==> config.mk <==
export PLATFORM = sky130hd
export DESIGN_NAME = cwc_phase_div
export DESIGN_NICKNAME = d
export VERILOG_FILES = /design/src/rtl/cwc_pkg.sv /design/src/rtl/cwc_phase_div.sv
export SDC_FILE = /design/constraint.sdc
export NUM_CORES = 1
export LEC_CHECK = 0
export BUFFER_PORTS_ARGS = -buffer_cell sky130_fd_sc_hd__buf_2
export CAP_MARGIN = 20
export CORE_ASPECT_RATIO = 1.5
export CORE_MARGIN = 2
export CORE_UTILIZATION = 45
export CTS_CLUSTER_DIAMETER = 80
export CTS_CLUSTER_SIZE = 20
export DETAILED_ROUTE_END_ITERATION = 7
export HOLD_SLACK_MARGIN = 0.03
export MAX_ROUTING_LAYER = met4
export PLACE_DENSITY_LB_ADDON = 0.08
export SKIP_CTS_REPAIR_TIMING = 1
export SLEW_MARGIN = 30
export SYNTH_ARGS = -nofsm -noshare
export SYNTH_HDL_FRONTEND = slang
export SYNTH_SLANG_ARGS = --single-unit
==> constraint.sdc <==
create_clock -name i_clk -period 16.5 [get_ports i_clk]
set_clock_uncertainty 0.1 [all_clocks]
set_input_delay 3.3 -clock i_clk [delete_from_list [all_inputs] [get_ports i_clk]]
set_output_delay 3.3 -clock i_clk [all_outputs]
set_load 0.01 [all_outputs]
==> src/rtl/cwc_pkg.sv <==
`default_nettype none

package cwc_pkg;

    localparam int DEF_MAX_FRAME      = 4096;
    localparam int DEF_COEF_FRAC_BITS = 16;

    // Phase is an unsigned 32-bit fraction of a full turn.
    localparam int PHASE_BITS         = 32;
    localparam int DIV_BITS_PER_STAGE = 4;

    localparam int CORDIC_STEPS = 24;
    localparam int CORDIC_W     = 34;
    localparam logic signed [CORDIC_W-1:0] CORDIC_GAIN_Q30 = 34'sd652032874;

    localparam int HAMMING_A_Q16 = 35389;
    localparam int HAMMING_B_Q16 = 30147;
    localparam int ONE_Q16       = 65536;

    // The accumulator holds the window value exactly in Q47.
    localparam int ACC_W     = 50;
    localparam int ACC_FRAC  = 47;

    typedef enum logic [1:0] {
        KIND_HANN     = 2'd0,
        KIND_HAMMING  = 2'd1,
        KIND_BLACKMAN = 2'd2
    } t_kind;

    typedef enum logic [1:0] {
        REG_FRAME_LENGTH   = 2'd0,
        REG_WINDOW_KIND    = 2'd1,
        REG_BLACKMAN_ALPHA = 2'd2
    } t_cfg_reg;

    typedef struct packed {
        logic err;
        logic unit;
    } t_side;

    // Arctangent of 2^-step as a fraction of a full turn, 2^32 per turn.
    function automatic logic signed [CORDIC_W-1:0] cordic_atan(input int step);
        logic signed [CORDIC_W-1:0] a;
        a = '0;
        case (step)
            0:  a = 34'sd536870912;
            1:  a = 34'sd316933406;
            2:  a = 34'sd167458907;
            3:  a = 34'sd85004756;
            4:  a = 34'sd42667331;
            5:  a = 34'sd21354465;
            6:  a = 34'sd10679838;
            7:  a = 34'sd5340245;
            8:  a = 34'sd2670163;
            9:  a = 34'sd1335087;
            10: a = 34'sd667544;
            11: a = 34'sd333772;
            12: a = 34'sd166886;
            13: a = 34'sd83443;
            14: a = 34'sd41722;
            15: a = 34'sd20861;
            16: a = 34'sd10430;
            17: a = 34'sd5215;
            18: a = 34'sd2608;
            19: a = 34'sd1304;
            20: a = 34'sd652;
            21: a = 34'sd326;
            22: a = 34'sd163;
            23: a = 34'sd81;
            default: a = '0;
        endcase
        return a;
    endfunction

endpackage

`default_nettype wire

==> src/rtl/cwc_phase_div.sv <==
`default_nettype none

module cwc_phase_div
    import cwc_pkg::*;
(
    input  wire logic        i_clk,
    input  wire logic        i_rst_n,
    input  wire logic        i_en,
    input  wire logic        i_valid,
    input  wire logic [11:0] i_index,
    input  wire logic [12:0] i_len,
    output logic             o_valid,
    output t_side            o_side,
    output logic [31:0]      o_phase
);

    localparam int STAGES = PHASE_BITS / DIV_BITS_PER_STAGE;

    logic [12:0] w_d;
    logic [31:0] w_h;

    logic        r_v    [0:STAGES];
    t_side       r_side [0:STAGES];
    logic [12:0] r_rem  [0:STAGES];
    logic [31:0] r_q    [0:STAGES];

    // Phase is round(n * 2^32 / d), d = N - 1. The numerator's low word is d/2.
    assign w_d = i_len - 13'd1;
    assign w_h = {20'd0, w_d[12:1]};

    always_ff @(posedge i_clk) begin
        if (!i_rst_n) begin
            r_v[0] <= 1'b0;
        end else if (i_en) begin
            r_v[0] <= i_valid;
        end
    end

    // The integer quotient bit is 1 only for n == d; it wraps out of the phase.
    always_ff @(posedge i_clk) begin
        if (i_en) begin
            r_side[0].err  <= ({1'b0, i_index} >= i_len);
            r_side[0].unit <= (i_len == 13'd1);
            r_rem[0]       <= ({1'b0, i_index} == w_d) ? 13'd0 : {1'b0, i_index};
            r_q[0]         <= '0;
        end
    end

    for (genvar s = 0; s < STAGES; s++) begin : g_stage
        logic [12:0] n_rem;
        logic [31:0] n_q;

        always_comb begin
            logic [13:0] t;
            logic [12:0] rem;
            logic [31:0] q;
            rem = r_rem[s];
            q   = r_q[s];
            for (int j = 0; j < DIV_BITS_PER_STAGE; j++) begin
                t = {rem, w_h[PHASE_BITS - 1 - s * DIV_BITS_PER_STAGE - j]};
                if (t >= {1'b0, w_d}) begin
                    t = t - {1'b0, w_d};
                    q = {q[30:0], 1'b1};
                end else begin
                    q = {q[30:0], 1'b0};
                end
                rem = t[12:0];
            end
            n_rem = rem;
            n_q   = q;
        end

        always_ff @(posedge i_clk) begin
            if (!i_rst_n) begin
                r_v[s+1] <= 1'b0;
            end else if (i_en) begin
                r_v[s+1] <= r_v[s];
            end
        end

        always_ff @(posedge i_clk) begin
            if (i_en) begin
                r_side[s+1] <= r_side[s];
                r_rem[s+1]  <= n_rem;
                r_q[s+1]    <= n_q;
            end
        end
    end

    assign o_valid = r_v[STAGES];
    assign o_side  = r_side[STAGES];
    assign o_phase = r_q[STAGES];

endmodule

`default_nettype wire

==> key figures <==
Yosys
  – Syn Nets: 4103
  – Ys async rst share: 0%
  – Commonest register cell after synthesis: edfxtp_1
  – Synth Area in Simple Gates: 16.0%
  – Sequential fraction of the synthesis area: about a quarter
  – Yosys warns: 0
  – Largest family of logic cells by synthesized area: compound AO/OA/AOI/OAI gates
  – Synth Area in Compound Gates: 22.7%
  – Post-synth top area cell: edfxtp_1
  – EDFF count, synth: 273
  – Post-synthesis mux area share: 4.53%
  – Yosys top cell area share: 25.8%
  – Yosys cell types: 93
  – Avg Synthesized Cell Area: roughly 8.6 um^2
  – Number of synthesized register bits: between 200 and 300
  – Synth Instances: 3710
  – Area share of fa/ha/maj cells after synthesis: 15.8%
  – Mapped Area: around 0.032 mm^2
  – Top cells by area, synth: edfxtp_1, ha_1, xnor2_1
  – XOR/XNOR share of the synthesized area: 10.8%

Setup path
  – Crit path max fanout: 21
  – RR Startpoint: r_rem[0][27]
  – Crit. End Element: flop
  – Slowest cell on crit path: or3_1
  – Worst endpoint required time: 16740 ps
  – Critical path launch point type: input pin
  – CP Launch Point: i_len[1]
  – CP dominant cell by count: a21o_1
  – CP Class: input pin to flop
  – Arr. time, crit path: roughly 16000 ps
  – CP max stage delay: roughly 530 ps

Timing
  – Number of setup violations in the final report: 0
  – Final worst path period share: 94.4%
  – Setup_tns: 0 ps
  – Hold WS: 305 ps
  – F_max: 64.2 MHz
  – Post-layout min period: 15580 ps
  – Final Slew Violations: 0
  – Headroom to the max-slew limit: about 36%
  – Fin. Hold Viols: 0
  – Worst-margin pin slew: 967 ps

Cells and area
  – Fill count: 6779
  – Final instance area: about 0.035 mm^2
  – P&R area growth vs syn: 8.74%
  – Fin nets: 4151
  – Final core occ: 49.3%
  – Most frequent cells in the layout: ha_1, a21oi_1, nor2_1
  – Share of cells above drive strength 1: 9.72%
  – Multi-input logic area: 0.0224 mm^2
  – Reg area: 0.00822 mm^2
  – Leading cell type in the layout, fill and taps excluded: ha_1

Place
  – Post-DP HPWL: ~84000 um
  – PortBufs: between 60 and 70
  – Routability cong.: 0.974
  – Dpl cell area: roughly 0.034 mm^2

Global route
  – Pin count of the biggest net entering global routing: 91
  – Global-route wire length before repair: 168000 um
  – Total GRT Usage: 30.7%
  – Vias in the first global route: 28700
  – Antenna violations before repair: 19
  – GR Overflow Total: 0

Worst hold path
  – Hold Path Origin: r_q[0][140]
  – Worst Hold Class: flop to flop

Clock tree
  – H-tree levels: 1
  – CTS Buf Count: 24
  – TritonCTS clock tree: built
  – Clk_lat worst skew: between 600 and 700 ps
  – Max Root-Sink Buffers: 3
  – CTS root buf: clkbuf_16
  – Clock-pin slew on the worst setup and hold paths: ~90 ps
  – Clock sinks: 274

Floorplan
  – Die footprint: slightly above 0.07 mm^2
  – Initial Util: 45.3%
  – Chip Height: 329 um
  – Core area: 0.0700 mm^2
  – Rows: 119
  – Horiz. Die Dim: ~220 um
  – Ports: 64

Detailed routing
  – Antenna viol nets, final: 0
  – Initial DRC count: 1811
  – Detailed-route DRC error count: 0
  – Routed wire length per instance: ~24 um
  – Via count: 28900
  – Drt pass-1 iters: 5
  – Total Wirelength: 112000 um
  – Via density: 6.15

Run status
  – Status: completed

Flow run
  – Max Cap Viol: 0
-- cell usage after synthesis (all sizes together), types with 12 or more instances --
cell type / count
a221oi: 13
o221ai: 12
buf: 62
nor2b: 53
edfxtp: 273
o21ai: 245
inv: 207
xnor2: 290
nor3: 74
or2: 24
a21oi: 324
mux2: 90
mux2i: 41
clkbuf: 71
ha: 353
maj3: 36
nor2: 319
nand4: 45
a31oi: 35
a21o: 119
a211oi: 35
o211ai: 24
nand2: 272
nand3: 72
and3: 46
o21a: 41
or3: 24
nand2b: 42
a21boi: 20
xor2: 82
o21bai: 61
nor4: 20
and2: 23
o31ai: 47
o31a: 14
-- per-stage QoR --
step	cells	worst slack, ps
after floorplan	3710	24.0
after global placement	4637	-339
after detailed placement	4637	-478
after CTS	4680	106
after global routing	4700	-5.97
final	4701	916
-- metal layers --
layer	wire (um)	vias to the layer above	part of all wire [%]	global-route usage, %
met5	0	-	0	-
met4	8140	0	7.2	19.7
met3	5580	367	5.0	3.83
li1	-	13900	-	-
met2	55600	886	49	53.9
met1	43100	13800	38	32.7
-- kinds of logic (layout without fill, tap and decap cells) --
logic type,after synthesis,count (layout)
AO/OA/AOI/OAI,1121,1121
buffers and inverters,345,410
AND/OR/NAND/NOR,1059,1059
adder cells (fa/ha/maj),400,400
other,0,19
XOR/XNOR,380,380
multiplexers,131,131
flip-flops,274,274
-- worst max-delay path: cells and delay by family --
family	cells	cell delay [ps]
multiplexers	3	750
XOR/XNOR	1	190
buffers and inverters	4	870
AO/OA/AOI/OAI	29	6230
adder cells (fa/ha/maj)	8	2700
AND/OR/NAND/NOR	7	1740
-- area by class of cell --
class / count / area share, %
multi-input cells: 3091 / 64.8
flip-flops and latches: 274 / 23.8
well taps: 907 / 3.29
clock buffers: 28 / 1.78
inverters: 212 / 2.32
repair buffers: 155 / 3.25
diodes: 19 / 0.138
clock inverters: 15 / 0.573
-- worst paths after layout --
check	end	slack [ps]	depth (start not counted)
worst min-delay path	r_q[0][176]	310	0
worst max register to register	r_rem[0][46]	4450	48
worst max-delay path	r_rem[0][69]	920	52
worst min register to register	r_q[0][176]	310	0
-- registers in the layout, indices dropped and copies added (netlist names) --
name / flops
r_q: 144
r_rem: 103
r_side: 18
r_v: 9
Power is not shown: default switching activity piles up to over one toggle a cycle in this logic, so the estimate is an artifact.
