## src/rtl/cwc_pkg.sv

```systemverilog
`default_nettype none

package cwc_pkg;

    localparam int DEF_MAX_FRAME      = 4096;
    localparam int DEF_COEF_FRAC_BITS = 16;

    // Phase is an unsigned 32-bit fraction of a full turn.
    localparam int PHASE_BITS         = 32;
    localparam int DIV_BITS_PER_STAGE = 4;

    localparam int CORDIC_STEPS = 24;
    localparam int CORDIC_W     = 34;
    localparam logic signed [CORDIC_W-1:0] CORDIC_GAIN_Q30 = 34'sd652032874;

    localparam int HAMMING_A_Q16 = 35389;
    localparam int HAMMING_B_Q16 = 30147;
    localparam int ONE_Q16       = 65536;

    // The accumulator holds the window value exactly in Q47.
    localparam int ACC_W     = 50;
    localparam int ACC_FRAC  = 47;

    typedef enum logic [1:0] {
        KIND_HANN     = 2'd0,
        KIND_HAMMING  = 2'd1,
        KIND_BLACKMAN = 2'd2
    } t_kind;

    typedef enum logic [1:0] {
        REG_FRAME_LENGTH   = 2'd0,
        REG_WINDOW_KIND    = 2'd1,
        REG_BLACKMAN_ALPHA = 2'd2
    } t_cfg_reg;

    typedef struct packed {
        logic err;
        logic unit;
    } t_side;

    // Arctangent of 2^-step as a fraction of a full turn, 2^32 per turn.
    function automatic logic signed [CORDIC_W-1:0] cordic_atan(input int step);
        logic signed [CORDIC_W-1:0] a;
        a = '0;
        case (step)
            0:  a = 34'sd536870912;
            1:  a = 34'sd316933406;
            2:  a = 34'sd167458907;
            3:  a = 34'sd85004756;
            4:  a = 34'sd42667331;
            5:  a = 34'sd21354465;
            6:  a = 34'sd10679838;
            7:  a = 34'sd5340245;
            8:  a = 34'sd2670163;
            9:  a = 34'sd1335087;
            10: a = 34'sd667544;
            11: a = 34'sd333772;
            12: a = 34'sd166886;
            13: a = 34'sd83443;
            14: a = 34'sd41722;
            15: a = 34'sd20861;
            16: a = 34'sd10430;
            17: a = 34'sd5215;
            18: a = 34'sd2608;
            19: a = 34'sd1304;
            20: a = 34'sd652;
            21: a = 34'sd326;
            22: a = 34'sd163;
            23: a = 34'sd81;
            default: a = '0;
        endcase
        return a;
    endfunction

endpackage

`default_nettype wire

```

## src/rtl/cwc_combine.sv

```systemverilog
`default_nettype none

module cwc_combine
    import cwc_pkg::*;
#(
    parameter int COEF_FRAC_BITS = DEF_COEF_FRAC_BITS,
    parameter int COEF_W         = COEF_FRAC_BITS + 2
) (
    input  wire logic                       i_clk,
    input  wire logic                       i_rst_n,
    input  wire logic                       i_en,
    input  wire logic                       i_valid,
    input  wire t_side                      i_side,
    input  wire logic signed [CORDIC_W-1:0] i_cos [2],
    input  wire t_kind                      i_kind,
    input  wire logic [15:0]                i_alpha,
    output logic                            o_valid,
    output logic [COEF_W-1:0]               o_coef,
    output logic                            o_err
);

    localparam int SH = ACC_FRAC - COEF_FRAC_BITS;
    localparam logic signed [ACC_W-1:0] ONE_ACC      = ACC_W'(ONE_Q16) <<< 30;
    localparam logic signed [ACC_W-1:0] HAMMING_BIAS = ACC_W'(HAMMING_A_Q16) <<< 31;
    localparam logic signed [ACC_W-1:0] ROUND_HALF   = ACC_W'(1) <<< (SH - 1);
    localparam logic signed [ACC_W-1:0] COEF_ONE     = ACC_W'(1) <<< COEF_FRAC_BITS;

    logic signed [16:0] w_hb;
    logic signed [16:0] w_alpha;
    logic [16:0]        w_alpha_rest;

    logic  r_v [1:4];
    t_side r_side [1:3];

    logic signed [CORDIC_W-1:0] r1_c1;
    logic signed [CORDIC_W-1:0] r1_c2;

    logic signed [ACC_W-1:0]    n2_pb;
    logic signed [ACC_W-1:0]    n2_pa;
    logic signed [ACC_W-1:0]    r2_pb;
    logic signed [ACC_W-1:0]    r2_pa;
    logic signed [CORDIC_W-1:0] r2_c1;

    logic signed [ACC_W-1:0]    w3_c1s;
    logic signed [ACC_W-1:0]    n3_acc;
    logic signed [ACC_W-1:0]    r3_acc;

    logic signed [ACC_W-1:0]    w4_round;
    logic [COEF_W-1:0]          n4_coef;
    logic [COEF_W-1:0]          r4_coef;
    logic                       r4_err;

    assign w_hb         = 17'(HAMMING_B_Q16);
    assign w_alpha      = $signed({1'b0, i_alpha});
    assign w_alpha_rest = 17'(ONE_Q16) - {1'b0, i_alpha};

    always_ff @(posedge i_clk) begin
        if (!i_rst_n) begin
            r_v[1] <= 1'b0;
            r_v[2] <= 1'b0;
            r_v[3] <= 1'b0;
            r_v[4] <= 1'b0;
        end else if (i_en) begin
            r_v[1] <= i_valid;
            r_v[2] <= r_v[1];
            r_v[3] <= r_v[2];
            r_v[4] <= r_v[3];
        end
    end

    assign n2_pb = r1_c1 * w_hb;
    assign n2_pa = r1_c2 * w_alpha;

    assign w3_c1s = ACC_W'(r2_c1) <<< 16;

    always_comb begin
        unique case (i_kind)
            KIND_HAMMING: begin
                n3_acc = HAMMING_BIAS - (r2_pb <<< 1);
            end
            KIND_BLACKMAN: begin
                n3_acc = ((ACC_W'({33'd0, w_alpha_rest})) <<< 30) - w3_c1s + r2_pa;
            end
            default: begin
                n3_acc = ONE_ACC - w3_c1s;
            end
        endcase
    end

    // Round half up at the output's fraction bits, clamp to +-1.0, zero on err, one if unit.
    always_comb begin
        w4_round = (r3_acc + ROUND_HALF) >>> SH;
        if (r_side[3].err) begin
            n4_coef = '0;
        end else if (r_side[3].unit || (w4_round > COEF_ONE)) begin
            n4_coef = COEF_W'(COEF_ONE);
        end else if (w4_round < -COEF_ONE) begin
            n4_coef = COEF_W'(-COEF_ONE);
        end else begin
            n4_coef = COEF_W'(w4_round);
        end
    end

    always_ff @(posedge i_clk) begin
        if (i_en) begin
            r1_c1     <= i_cos[0];
            r1_c2     <= i_cos[1];
            r_side[1] <= i_side;
            r2_pb     <= n2_pb;
            r2_pa     <= n2_pa;
            r2_c1     <= r1_c1;
            r_side[2] <= r_side[1];
            r3_acc    <= n3_acc;
            r_side[3] <= r_side[2];
            r4_coef   <= n4_coef;
            r4_err    <= r_side[3].err;
        end
    end

    assign o_valid = r_v[4];
    assign o_coef  = r4_coef;
    assign o_err   = r4_err;

endmodule

`default_nettype wire

```

## config.mk

```make
export PLATFORM = sky130hd
export DESIGN_NAME = cwc_combine
export DESIGN_NICKNAME = d
export VERILOG_FILES = /design/src/rtl/cwc_pkg.sv /design/src/rtl/cwc_combine.sv
export SDC_FILE = /design/constraint.sdc
export NUM_CORES = 2
export LEC_CHECK = 0
export BUFFER_PORTS_ARGS = -buffer_cell sky130_fd_sc_hd__buf_2
export CELL_PAD_IN_SITES_DETAIL_PLACEMENT = 0
export CELL_PAD_IN_SITES_GLOBAL_PLACEMENT = 2
export CORE_MARGIN = 2
export CORE_UTILIZATION = 45
export CTS_CLUSTER_DIAMETER = 100
export DETAILED_ROUTE_END_ITERATION = 16
export GPL_ROUTABILITY_DRIVEN = 0
export PLACE_DENSITY_LB_ADDON = 0.1
export SLEW_MARGIN = 25
export SYNTH_ARGS = -nofsm -noshare
export SYNTH_HDL_FRONTEND = slang
export SYNTH_SLANG_ARGS = --single-unit
```

## constraint.sdc

```tcl
create_clock -name i_clk -period 14.7 [get_ports i_clk]
set_clock_uncertainty 0.1 [all_clocks]
set_input_delay 0.735 -clock i_clk [delete_from_list [all_inputs] [get_ports i_clk]]
set_output_delay 0.735 -clock i_clk [all_outputs]
set_load 0.02 [all_outputs]
```

==> impl_metrics.ini <==
[setup_path]
cp_max_fo = 9
start_kind = register
required_ns = 14.94
end_kind = register
critPathArrivalTime_ns = 7.79
critPathKind = reg -> reg

[grt]
grt_pass1_vias = 30690
grt_pass1_wl_um = 172200
antenna_found_initial = 9
grt_max_degree = 163
grt_util_all_layers_pct = 23.74
globalRouteOverflowTotal = 0

[floorplan]
coreArea_sq_um = 91660
initial_core_util_pct = 45.40
num_rows = 111
die_y_um = 308.1
io_pins = 112
dieArea_sq_um = 94920
die_w_um = 308.1

[synthesis]
yosys.area.top_type_share_pct = 36.80
yosysUniqueCellTypes = 85
synthTopCellsByArea = fa_1 (37%), edfxtp_1 (18%), ha_1 (12%)
synth_seq_area_share_pct = 17.90
synthArstFlopShare_pct = 0
synthFlopType = edfxtp_1
yosys_warnings = 0
yosysTopAreaCell = fa_1
syn_area_per_cell_sq_um = 9.870
synthesis.instances = 4216
synth-edff-count = 248
ys_ff_latch = 248
syn_nets = 5474
syn_area_sq_um = 41610

[timing]
maxSlewHeadroom_pct = 21.41
post-route-period-util_pct = 51.37
layout_min_cycle_time_ns = 7.552
worstMarginPinSlew_ns = 1.179
maxSlewViolCount = 0
final-hold-violation-count = 0
rsz0062_at_grt = false
setup_viol = 0
finalSetupTns_ns = 0
max_clock_freq_mhz = 132.4
fin_ws_ns = 7.148

[routing]
wl_per_cell_um = 19.42
vias_per_cell = 5.128
drt-initial-drc-count = 1559
antenna_left = 0
drc_errors = 0
vias = 28150
wirelength_um = 106600
drt-pass1-iter-count = 5

[placed_design]
post-place-ws_ns = 6.740
dp_hpwl_um = 82690
io_buffers = 111

[clocking]
cts_resized = 0
cts_tree = built
h-tree-depth = 2
postCtsSetupBuffers = 0
clockRootBuffer = clkbuf_16
numCtsBuffers = 38
path_clk_slew_ns = 0.06
cts_buffer_depth = 3
cts_hold_buf = 0
cts.sinks = 248
clk_latency_ns = 0.61

[final_layout]
nNetsFinal = 5531
area_growth_pct = 7.574
drive_gt1_share_pct = 5.486

[outcome]
outcome = finished clean

[flow_run]
drv_cap = 0

[worst_hold_path]
min_path_type = in -> reg
cells in the final DEF, fill, tap and decap left out, types with 22 or more instances in the layout:
master / n
a21o_1: 58
a21oi_1: 121
and2_1: 209
buf_2: 110
buf_4: 22
clkbuf_16: 39
edfxtp_1: 248
fa_1: 765
ha_1: 401
inv_1: 1084
nand2_1: 431
nand2b_1: 25
nand3_1: 46
nand4_1: 24
nor2_1: 117
nor3_1: 27
o21a_1: 30
o21ai_0: 90
xnor2_1: 109
xor2_1: 53
through the flow:
step           hold slack [ns]  area [sq um]  util, %  std cells
5_1_grt                 0.1627         44760    48.83       5488
3_5_place_dp            0.3065         43390    47.34       5419
3_3_place_gp            0.3027         43390    47.34       5419
6_report                0.2024         44760    48.83       5490
2_1_floorplan           0.3003         41610        -       4216
4_1_cts                 0.1559         44760    48.83       5488
worst max-delay path: stages, from the launching register on:
cell	delay, ns
edfxtp_1	0.78
ha_1	0.42
fa_1	0.48
fa_1	0.51
fa_1	0.50
inv_1	0.05
fa_1	0.46
fa_1	0.57
inv_1	0.05
ha_1	0.43
a21o_1	0.23
a21oi_1	0.29
a32o_1	0.26
nand3b_1	0.08
o21ai_0	0.68
o311ai_0	0.42
a31o_2	0.34
a21oi_1	0.28
o21ai_0	0.16
xor2_1	0.16
path summary, 6_finish.rpt:
| kind | endpoint | start | slack (ns) | cells after the start |
|---|---|---|---|---|
| hold / removal | r_side[0][2] | i_side[0] | 0.20 | 1 |
| hold reg to reg | r_side[0][5] | r_side[0][3] | 0.32 | 0 |
| setup reg to reg | r2_pb[46] | r1_c1[12] | 7.15 | 19 |
| setup / recovery | r2_pb[46] | r1_c1[12] | 7.15 | 19 |
sequential cells by signal (all words and copies together), names as in the netlist:
register  flops
r1_c2        34
r2_pb        49
r_side        6
o_coef       18
r3_acc       20
r1_c1        34
r2_pa        49
r_v           4
r2_c1        33
o_err         1
per-layer routing:
metal  wire length, um  part of all wire, %  vias up  track usage, %
met5                27                0.025        -               0
li1                  -                    -    13170               -
met3              4101                  3.8      118           2.955
met4              1994                  1.9        4           4.901
met1             48310                   45    14410           32.53
met2             52200                   49      451           40.49
layout make-up:
class / instances / area [sq um]
flip-flops and latches: 248 / 7447
inverters: 1084 / 4069
repair buffers: 134 / 750.7
well taps: 1186 / 1484
clock inverters: 28 / 381.6
multi-input cells: 2767 / 29640
fillers: 8799 / 46900
clock buffers: 41 / 983.4
diodes: 2 / 5.005
cell families (layout without fill, tap and decap cells):
family	count (synthesis)	count (layout)	share of synthesized area [%]
DFF	248	248	17.90
xor gates and xnor gates	162	162	3.410
buffers and inverters	1201	1287	10.87
other	0	2	0
AOI/OAI and AO/OA	446	446	7.208
and+or+nand+nor	988	988	11.63
adders and majority gates	1166	1166	48.86
muxes	5	5	0.1263
synthesized netlist by cell type (19+ instances only):
cell type / n
nand2_1: 431
xnor2_1: 109
inv_1: 1084
fa_1: 765
xor2_1: 53
nand2b_1: 25
and3_1: 21
o21ai_0: 90
clkbuf_1: 108
nor3_1: 27
o21a_1: 30
nand3_1: 46
ha_1: 401
and2_1: 209
nand4_1: 24
nor4_1: 19
a21oi_1: 121
edfxtp_1: 248
a21o_1: 58
nor2_1: 117
Power is left out: the tool's default activity adds up to more than one toggle a clock period on the data nets, which glitch-free logic cannot reach.
