File: config.mk
export PLATFORM = sky130hd
export DESIGN_NAME = cwc_skid
export DESIGN_NICKNAME = d
export VERILOG_FILES = /design/src/rtl/cwc_pkg.sv /design/src/rtl/cwc_skid.sv
export SDC_FILE = /design/constraint.sdc
export NUM_CORES = 1
export LEC_CHECK = 0
export BUFFER_PORTS_ARGS = -buffer_cell sky130_fd_sc_hd__buf_2
export CORE_MARGIN = 4
export CORE_UTILIZATION = 45
export CTS_BUF_LIST = sky130_fd_sc_hd__clkbuf_4 sky130_fd_sc_hd__clkbuf_8
export DETAILED_ROUTE_END_ITERATION = 12
export PLACE_DENSITY_LB_ADDON = 0.15
export SLEW_MARGIN = 0
export SYNTH_ARGS = -nofsm -noshare
export SYNTH_HDL_FRONTEND = slang
export SYNTH_SLANG_ARGS = --single-unit
File: constraint.sdc
create_clock -name i_clk -period 3 [get_ports i_clk]
set_clock_uncertainty 0.2 [all_clocks]
set_input_delay 0.15 -clock i_clk [delete_from_list [all_inputs] [get_ports i_clk]]
set_output_delay 0.15 -clock i_clk [all_outputs]
set_load 0.005 [all_outputs]
File: src/rtl/cwc_pkg.sv
`default_nettype none

package cwc_pkg;

    localparam int DEF_MAX_FRAME      = 4096;
    localparam int DEF_COEF_FRAC_BITS = 16;

    // Phase is an unsigned 32-bit fraction of a full turn.
    localparam int PHASE_BITS         = 32;
    localparam int DIV_BITS_PER_STAGE = 4;

    localparam int CORDIC_STEPS = 24;
    localparam int CORDIC_W     = 34;
    localparam logic signed [CORDIC_W-1:0] CORDIC_GAIN_Q30 = 34'sd652032874;

    localparam int HAMMING_A_Q16 = 35389;
    localparam int HAMMING_B_Q16 = 30147;
    localparam int ONE_Q16       = 65536;

    // The accumulator holds the window value exactly in Q47.
    localparam int ACC_W     = 50;
    localparam int ACC_FRAC  = 47;

    typedef enum logic [1:0] {
        KIND_HANN     = 2'd0,
        KIND_HAMMING  = 2'd1,
        KIND_BLACKMAN = 2'd2
    } t_kind;

    typedef enum logic [1:0] {
        REG_FRAME_LENGTH   = 2'd0,
        REG_WINDOW_KIND    = 2'd1,
        REG_BLACKMAN_ALPHA = 2'd2
    } t_cfg_reg;

    typedef struct packed {
        logic err;
        logic unit;
    } t_side;

    // Arctangent of 2^-step as a fraction of a full turn, 2^32 per turn.
    function automatic logic signed [CORDIC_W-1:0] cordic_atan(input int step);
        logic signed [CORDIC_W-1:0] a;
        a = '0;
        case (step)
            0:  a = 34'sd536870912;
            1:  a = 34'sd316933406;
            2:  a = 34'sd167458907;
            3:  a = 34'sd85004756;
            4:  a = 34'sd42667331;
            5:  a = 34'sd21354465;
            6:  a = 34'sd10679838;
            7:  a = 34'sd5340245;
            8:  a = 34'sd2670163;
            9:  a = 34'sd1335087;
            10: a = 34'sd667544;
            11: a = 34'sd333772;
            12: a = 34'sd166886;
            13: a = 34'sd83443;
            14: a = 34'sd41722;
            15: a = 34'sd20861;
            16: a = 34'sd10430;
            17: a = 34'sd5215;
            18: a = 34'sd2608;
            19: a = 34'sd1304;
            20: a = 34'sd652;
            21: a = 34'sd326;
            22: a = 34'sd163;
            23: a = 34'sd81;
            default: a = '0;
        endcase
        return a;
    endfunction

endpackage

`default_nettype wire

File: src/rtl/cwc_skid.sv
`default_nettype none

module cwc_skid
    import cwc_pkg::*;
#(
    parameter int COEF_W = DEF_COEF_FRAC_BITS + 2
) (
    input  wire logic              i_clk,
    input  wire logic              i_rst_n,
    input  wire logic              i_push,
    input  wire logic [COEF_W-1:0] i_coef,
    input  wire logic              i_err,
    output logic                   o_ready,
    output logic                   o_valid,
    output logic [COEF_W-1:0]      o_coef,
    output logic                   o_err,
    input  wire logic              i_ready
);

    logic              r_out_v;
    logic [COEF_W-1:0] r_out_coef;
    logic              r_out_err;
    logic              r_skid_v;
    logic [COEF_W-1:0] r_skid_coef;
    logic              r_skid_err;
    logic              w_out_free;

    assign w_out_free = !r_out_v || i_ready;

    always_ff @(posedge i_clk) begin
        if (!i_rst_n) begin
            r_out_v  <= 1'b0;
            r_skid_v <= 1'b0;
        end else if (w_out_free) begin
            r_out_v  <= r_skid_v || i_push;
            r_skid_v <= 1'b0;
        end else if (i_push) begin
            r_skid_v <= 1'b1;
        end
    end

    // A word that arrives while the output word is held waits in the skid slot.
    always_ff @(posedge i_clk) begin
        if (w_out_free) begin
            if (r_skid_v) begin
                r_out_coef <= r_skid_coef;
                r_out_err  <= r_skid_err;
            end else begin
                r_out_coef <= i_coef;
                r_out_err  <= i_err;
            end
        end else if (i_push) begin
            r_skid_coef <= i_coef;
            r_skid_err  <= i_err;
        end
    end

    assign o_ready = !r_skid_v;
    assign o_valid = r_out_v;
    assign o_coef  = r_out_coef;
    assign o_err   = r_out_err;

endmodule

`default_nettype wire

==> flow_summary.toml, run 1 <==
[setup_path]
r2r_end = "r_skid_v$_SDFFE_PP0P_"
path_depth = 3
path_buf_inv = 1
required_ps = 3070
r2r_setup_slack_ps = 1290
crit_start = "o_valid$_SDFFE_PN0P_"
cp-start-kind = "flop"
r2r-start = "o_valid$_SDFFE_PN0P_"
cp_top_family = "buffers and inverters"
crit_arrival_ps = 1790
cp-end-kind = "flop"
worstPathCellList = "nand2b_1 > nor3b_2 > dlygate4sd3_1"
path_max_fanout = 10
setup.worst_path.end = "r_skid_v$_SDFFE_PP0P_"
cpMaxStageDelayCell = "dlygate4sd3_1"
worst_path_largest_cell_delay_ps = 570
crit_type = "reg -> reg"
r2r_cells = 3

[clocking]
cts-root-buf = "clkbuf_4"
cts.sinks = 40
cts_tree = "done"
cts_buffer_depth = 2
clk_pin_slew_ps = 100
cts_buffers = 5
cts_resized = 0
clock_latency_ps = 330
cts_htree_levels = 2

[synthesis]
synth_cells = 68
synth_mux_area_share_pct = 14.7
ys.warnings.count = 0
ys_seq_elements = 40
netlist_area_sq_um = 1460
yosys-top-cells-area = "edfxtp_1 78%, mux2_2 15%, dfxtp_1 2.7%"
synthXorXnorAreaFrac_pct = 0
synth_top_family_by_area = "multiplexers"
synth_simple_gate_area_share_pct = 1.80
ys_types = 9
synth_fp_nets = 91
synth_top_area_share_pct = 78.2
synthAdderAreaFrac_pct = 0
yosysSeqAreaShare_pct = 81.0
synth_area_leader_cell = "edfxtp_1"
synth_compound_area_share_pct = 0.515
synth.avg_cell_area_sq_um = 21.5

[global_routing]
grt_pass1_vias = 908
grt-busiest-layer = "met2"
grt_start_max_net_pins = 22
antenna_found_initial = 0
grtUsageMet1_pct = 16.8
grtUsageMet2_pct = 21.7
grt-ovfl-total = 0
grt_use_met3_pct = 5.72
grt_pass1_wl_mm = 4.26
grtUsageTotal_pct = 13.8

[place]
globalplace.congestion = 0.639
port_buffers = 43
dp_hpwl_mm = 1.68

[floorplanning]
rows = 20
core_sq_um = 3080
fp.dieW_microns = 64.9
io_pins = 44
initial_utilization_pct = 47.4
die_y_microns = 64.9
die-area_sq_um = 4220

[detailed_routing]
drt-pass1-iter-count = 3
num_vias = 843
post_drt_wl_per_cell_microns = 13.3
drt-total-wl_mm = 2.48
first_iter_violations = 47
ant_nets = 0
viasPerCell = 4.51
drc_errors = 0

[timing]
tns_ps = 0
setup_viol = 0
period_needed_ps = 1710
grt_setup_unrepaired = "false"
tightestPinTransition_ps = 532
maxSlewHeadroom_pct = 64.6
final_max_slew_viol_count = 0
fmax_mhz = 584
finalHoldViolCount = 0
fin_crit_sh_pct = 57.1

[power]
combPwrFrac_pct = 9.3
power_switching_mw = 0.196
ir_drop_uv = 277
power_frac_clock_pct = 26.9
p_int_mw = 0.820
leakage_nw = 0.791
switching_share_pct = 19.3
seq_power_share_pct = 63.7
powerDensity_nw_per_um2 = 503

[finish]
nNetsFinal = 165
diodes = 0
syn_to_final_growth_pct = 38.4
final_layout_size_suffix_gt1_share_pct = 53.1
final_core_util_pct = 65.6

[outcome]
status = "finished clean"

[min_path]
min_path_type = "in -> reg"

[run]
drv_cap = 0
## cell usage after synthesis
master and count:
mux2_2 19, a21boi_1 1, nor2_1 2, buf_6 2
dfxtp_1 2, nand2b_1 1, edfxtp_1 38, nor3b_2 1
inv_1 2
## worst min-delay path by stage
stage               startpoint                        end  slack [ps]  depth (start not counted)
floorplan            i_coef[0]   r_skid_coef[0]$_DFFE_PP_          50                          0
global placement    i_coef[15]  r_skid_coef[15]$_DFFE_PP_         140                          1
detailed placement  i_coef[15]  r_skid_coef[15]$_DFFE_PP_         150                          1
CTS                    i_ready       o_valid$_SDFFE_PN0P_         280                          3
global route         i_coef[9]   r_skid_coef[9]$_DFFE_PP_         320                          2
finish                 i_ready       o_valid$_SDFFE_PN0P_         300                          3
## sequential cells by signal (all words and copies together), names as in the netlist
| name | cells |
|---|---|
| r_skid_coef | 18 |
| o_valid | 1 |
| r_skid_v | 1 |
| o_coef | 18 |
| o_err | 1 |
| r_skid_err | 1 |
## tightest hold or removal path, stage by stage
cell	delay, ps
buf_2	80
nand2b_1	430
a21boi_1	120
## cell families (layout without fill, tap and decap cells)
family          after synthesis  count (layout)
flops                        40              40
mux                          19              19
simple gates                  4               4
buf+inv                       4              79
compound gates                1               1
## layout by cell type (no fill, tap or decap)
cell / count
buf_2: 43
edfxtp_1: 38
dlygate4sd3_1: 22
mux2_2: 19
clkbuf_4: 8
buf_4: 4
inv_1: 2
dfxtp_1: 2
nand2b_1: 1
nor2_2: 1
nor2_1: 1
a21boi_1: 1
nor3b_2: 1
## power by group through the flow
stage               logic, mW  clock network (mW)  registers, mW
floorplan              0.0257                   0          0.664
global placement       0.0732                   0          0.660
detailed placement     0.0750                   0          0.660
finish                 0.0946               0.274          0.647
global route            0.105               0.316          0.650
CTS                    0.0966               0.291          0.648
## layout make-up
cell class / instances / area [sq um]
multi-input combinational: 24 / 250
tap: 44 / 55.1
timing repair buffer: 69 / 465
fill: 246 / 1060
sequential: 40 / 1180
inverter: 2 / 7.51
clock buffer: 8 / 60.1
## per-stage QoR
step	power (mW)	hold slack, ps	std cells	setup WS, ps	instance area [sq um]
detailed placement	0.735	145	157	1430	1740
CTS	1.03	278	187	1320	2020
global placement	0.733	141	157	1520	1740
finish	1.02	299	187	1290	2020
global route	1.07	318	187	1170	2020
floorplan	0.690	48.9	68	677	1460
## per-layer routing
layer  share of wire (%)  wire [microns]  vias to the layer above
li1                    -               -                      410
met1                  42            1050                      404
met2                  50            1250                       27
met3                 6.3             157                        2
met4                0.81              20                        0
met5                   0               0                        -
## repair_timing
item,CTS,global route
hold buffers,22,0
setup buffers,0,0
hold endpoints to repair,40,0
Power figures use the tool's default switching activity.
==> inputs of run 2 (changes only) <==
clock period = 1.44 ns   (was 3 ns; I/O delays follow)
==> flow_summary.toml, run 2 (synthesis results as in run 1) <==
[outcome]
status = "finished clean"

[floorplanning]
rows = 20
io_pins = 44
core_sq_um = 3080
fp.dieW_microns = 64.9
die_y_microns = 64.9
initial_utilization_pct = 47.4
die-area_sq_um = 4220

[timing]
tightestPinTransition_ps = 162
period_needed_ps = 1340
worst_hold_slack_ps = 254
fmax_mhz = 748
maxSlewHeadroom_pct = 89.1
fin_ws_ps = 103
finalHoldViolCount = 0
fin_crit_sh_pct = 92.8
final_max_slew_viol_count = 0
grt_setup_unrepaired = "false"
setup_viol = 0
tns_ps = 0

[finish]
stdcell_area_sq_um = 2070
final_common_cell = "buf_2"
final_layout_size_suffix_gt1_share_pct = 54.2
diodes = 0
nNetsFinal = 166
final_cell_mix = "43 x buf_2, 38 x edfxtp_1, 22 x dlygate4sd3_1, 19 x mux2_2, 5 x clkbuf_4"
syn_to_final_growth_pct = 41.9

[clocking]
ctsHoldBuffers = 22
cts_resized = 0
cts.sinks = 40
cts_tree = "done"
clock_latency_ps = 330
cts_buffers = 5
cts_buffer_depth = 2
cts_htree_levels = 2
cts-root-buf = "clkbuf_4"
clk_pin_slew_ps = 110
cts_setup_buffers = 0

[setup_path]
worstPathCellList = "dlygate4sd3_1 > buf_2 > nand2b_4 > nor2_4 > buf_12"
required_ps = 1310
cp_top_family = "buffers and inverters"
crit_type = "in -> reg"
cp-end-kind = "flop"
path_buf_inv = 3
path_depth = 5
r2r_cells = 2
worst_path_largest_cell_delay_ps = 530
cpMaxStageDelayCell = "dlygate4sd3_1"
cp-start-kind = "primary input"
crit_arrival_ps = 1200
path_max_fanout = 10

[place]
globalplace.congestion = 0.634
place_area_sq_um = 1800
dp_hpwl_mm = 1.67
port_buffers = 43
dp_slack_ps = 111

[detailed_routing]
viasPerCell = 4.55
drc_errors = 0
drt-pass1-iter-count = 3
post_drt_wl_per_cell_microns = 13.5
first_iter_violations = 27
ant_nets = 0
num_vias = 855
drt-total-wl_mm = 2.54

[power]
p_total_mw = 2.08
leakage_nw = 0.803
powerDensity_nw_per_um2 = 1000
ir_drop_uv = 527

[min_path]
whs_path_depth = 2
min_path_type = "in -> reg"

[global_routing]
grtUsageTotal_pct = 14.1
grt_pass1_wl_mm = 4.40
grt-ovfl-total = 0
grt_start_max_net_pins = 22
antenna_found_initial = 0
grt_pass1_vias = 967

[run]
drv_cap = 0
-- run 2: path summary, 6_finish.rpt --
path | from | end | slack (ps)
max reg2reg | r_skid_v$_SDFFE_PP0P_ | o_coef[15]$_DFFE_PP_ | 110
min | i_coef[5] | r_skid_coef[5]$_DFFE_PP_ | 250
min reg2reg | o_valid$_SDFFE_PN0P_ | r_skid_v$_SDFFE_PP0P_ | 330
max | i_ready | r_skid_coef[12]$_DFFE_PP_ | 100
-- run 2: routing by layer --
metal	wire [microns]	track usage (%)
met5	0	0
met4	36	6.33
met3	144	4.68
met2	1240	23.0
met1	1130	16.8
-- run 2: worst register-to-register path, cell delays in order, from the launching register on --
cell,delay [ps]
dfxtp_1,370
buf_12,180
mux2_2,350
-- run 2: final cells by class --
| type | instances | area, sq um |
|---|---|---|
| Inverter | 2 | 7.51 |
| Tap cell | 44 | 55.1 |
| Clock inverter | 3 | 13.8 |
| Timing Repair Buffer | 70 | 510 |
| Clock buffer | 5 | 37.5 |
| Multi-Input combinational cell | 24 | 263 |
| Sequential cell | 40 | 1180 |
| Fill cell | 240 | 1010 |
-- run 2: stage by stage --
step                std cells  util, %
floorplan                  68        -
global placement          158     58.4
detailed placement        158     58.4
CTS                       188     67.2
global route              188     67.2
finish                    188     67.2
-- run 2: where the power goes --
group	internal, mW	total (mW)	switching [mW]	leakage, nW
combinational	0.131	0.209	0.0785	0.384
sequential	1.34	1.35	0.0151	0.386
clock	0.179	0.518	0.339	0.0324
total	1.65	2.08	0.433	0.803
==> inputs of run 3 (changes only) <==
CORE_MARGIN = 2   (was 4)
SLEW_MARGIN = 20   (was 0)
==> flow_summary.toml, run 3 (synthesis results as in run 1) <==
[floorplanning]
rows = 20
initial_utilization_pct = 47.4
core_sq_um = 3080
die-area_sq_um = 3710
fp.dieW_microns = 60.9
die_y_microns = 60.9
io_pins = 44

[setup_path]
crit_start = "r_skid_v$_SDFFE_PP0P_"
r2r-start = "r_skid_v$_SDFFE_PP0P_"
cp-start-kind = "flop"
crit_type = "reg -> reg"
crit_arrival_ps = 1250
r2r_cells = 2
worst_path_largest_cell_delay_ps = 380
required_ps = 1340
worstPathCellList = "buf_4 > mux2_2"
cp-end-kind = "flop"
cpMaxStageDelayCell = "dfxtp_1"
path_max_fanout = 8
r2r_end = "o_coef[17]$_DFFE_PP_"
r2r_setup_slack_ps = 90

[detailed_routing]
ant_nets = 0
num_vias = 861
post_drt_wl_per_cell_microns = 13.5
drt-pass1-iter-count = 4
viasPerCell = 4.53
drc_errors = 0
drt-total-wl_mm = 2.56
first_iter_violations = 10

[global_routing]
grt-ovfl-total = 0
grt_start_max_net_pins = 13
grt_pass1_wl_mm = 3.93
antenna_found_initial = 0
grtUsageTotal_pct = 15.8
grt_pass1_vias = 831

[timing]
period_needed_ps = 1350
finalHoldViolCount = 0
grt_setup_unrepaired = "false"
fmax_mhz = 742
final_max_slew_viol_count = 0
maxSlewHeadroom_pct = 88.6
fin_crit_sh_pct = 93.5
tightestPinTransition_ps = 170
setup_viol = 0

[power]
p_int_mw = 1.69
powerDensity_nw_per_um2 = 1030
seq_power_share_pct = 63.8
combPwrFrac_pct = 9.6
power_frac_clock_pct = 26.6
power_switching_mw = 0.431
p_total_mw = 2.12
leakage_nw = 0.806
ir_drop_uv = 542
switching_share_pct = 20.3

[clocking]
cts.sinks = 40
clock_latency_ps = 350
cts_htree_levels = 2
cts_tree = "done"
cts_buffer_depth = 2
cts_buffers = 5
clk_pin_slew_ps = 110
cts_resized = 0
cts-root-buf = "clkbuf_4"

[finish]
final_cell_mix = "43 x buf_2, 38 x edfxtp_1, 22 x dlygate4sd3_1, 19 x mux2_2"
fillers = 241
diodes = 0
syn_to_final_growth_pct = 40.7
nNetsFinal = 168
final_common_cell = "buf_2"
stdcell_area_sq_um = 2050
final_layout_size_suffix_gt1_share_pct = 54.8

[min_path]
min_path_type = "in -> reg"
min-delay-start = "i_coef[15]"
whs_path_depth = 2
min_to = "r_skid_coef[15]$_DFFE_PP_"

[place]
port_buffers = 43
place_area_sq_um = 1780
globalplace.congestion = 0.641
dp_hpwl_mm = 1.67

[run]
drv_cap = 0

[outcome]
status = "finished clean"
run 3: changes by cell type in the layout (fill, tap and decap cells not counted), sizes merged:
cell,delta
buf,+2
clkbuf,+2
clkinv,-2
run 3: repair_timing:
item,4_1_cts,5_1_grt
setup buffers,0,0
hold buffers,22,0
hold endpoints to repair,40,0
run 3: worst max path at each step:
stage / end / slack, ps / cells past startpoint
floorplan: r_skid_coef[0]$_DFFE_PP_ / -8 / 2
global placement: o_coef[8]$_DFFE_PP_ / 150 / 2
detailed placement: o_coef[17]$_DFFE_PP_ / 90 / 2
CTS: o_coef[17]$_DFFE_PP_ / 80 / 2
global route: o_ready / 30 / 3
finish: o_coef[17]$_DFFE_PP_ / 90 / 2
run 3: per-layer routing:
layer / global-route usage [%] / vias up / part of all wire (%)
li1: - / 420 / -
met5: 0 / - / 0
met1: 18.8 / 400 / 41
met3: 4.48 / 7 / 5.0
met4: 11.2 / 0 / 2.7
met2: 24.7 / 34 / 51
run 3: per-stage QoR:
stage	instances	setup TNS [ps]	setup WS (ps)	hold WS [ps]	util (%)
5_1_grt	190	0	30.6	232	66.7
6_report	190	0	93.2	240	66.7
3_5_place_dp	160	0	91.3	64.1	57.7
3_3_place_gp	160	0	146	63.2	57.7
2_1_floorplan	68	-149	-7.83	-29.1	-
4_1_cts	190	0	81.1	235	66.7
run 3: final cells by class:
| type | count | area (sq um) | area share (%) |
|---|---|---|---|
| clock buffer | 7 | 52.6 | 2.56 |
| sequential | 40 | 1180 | 57.6 |
| inverter | 2 | 7.51 | 0.366 |
| clock inverter | 1 | 3.75 | 0.183 |
| multi-input combinational | 24 | 263 | 12.8 |
| timing repair buffer | 72 | 488 | 23.8 |
| tap | 44 | 55.1 | 2.68 |
run 3: critical path: cells and delay by family, from the launching register on:
family / cells / cell delay, ps
buf+inv: 1 / 180
mux: 1 / 340
flops: 1 / 380
run 3: power groups by stage:
stage	clock [mW]	combinational, mW	sequential, mW
2_1_floorplan	0	0.0574	1.38
3_3_place_gp	0	0.156	1.38
3_5_place_dp	0	0.160	1.38
4_1_cts	0.575	0.206	1.35
5_1_grt	0.624	0.223	1.36
6_report	0.563	0.204	1.35
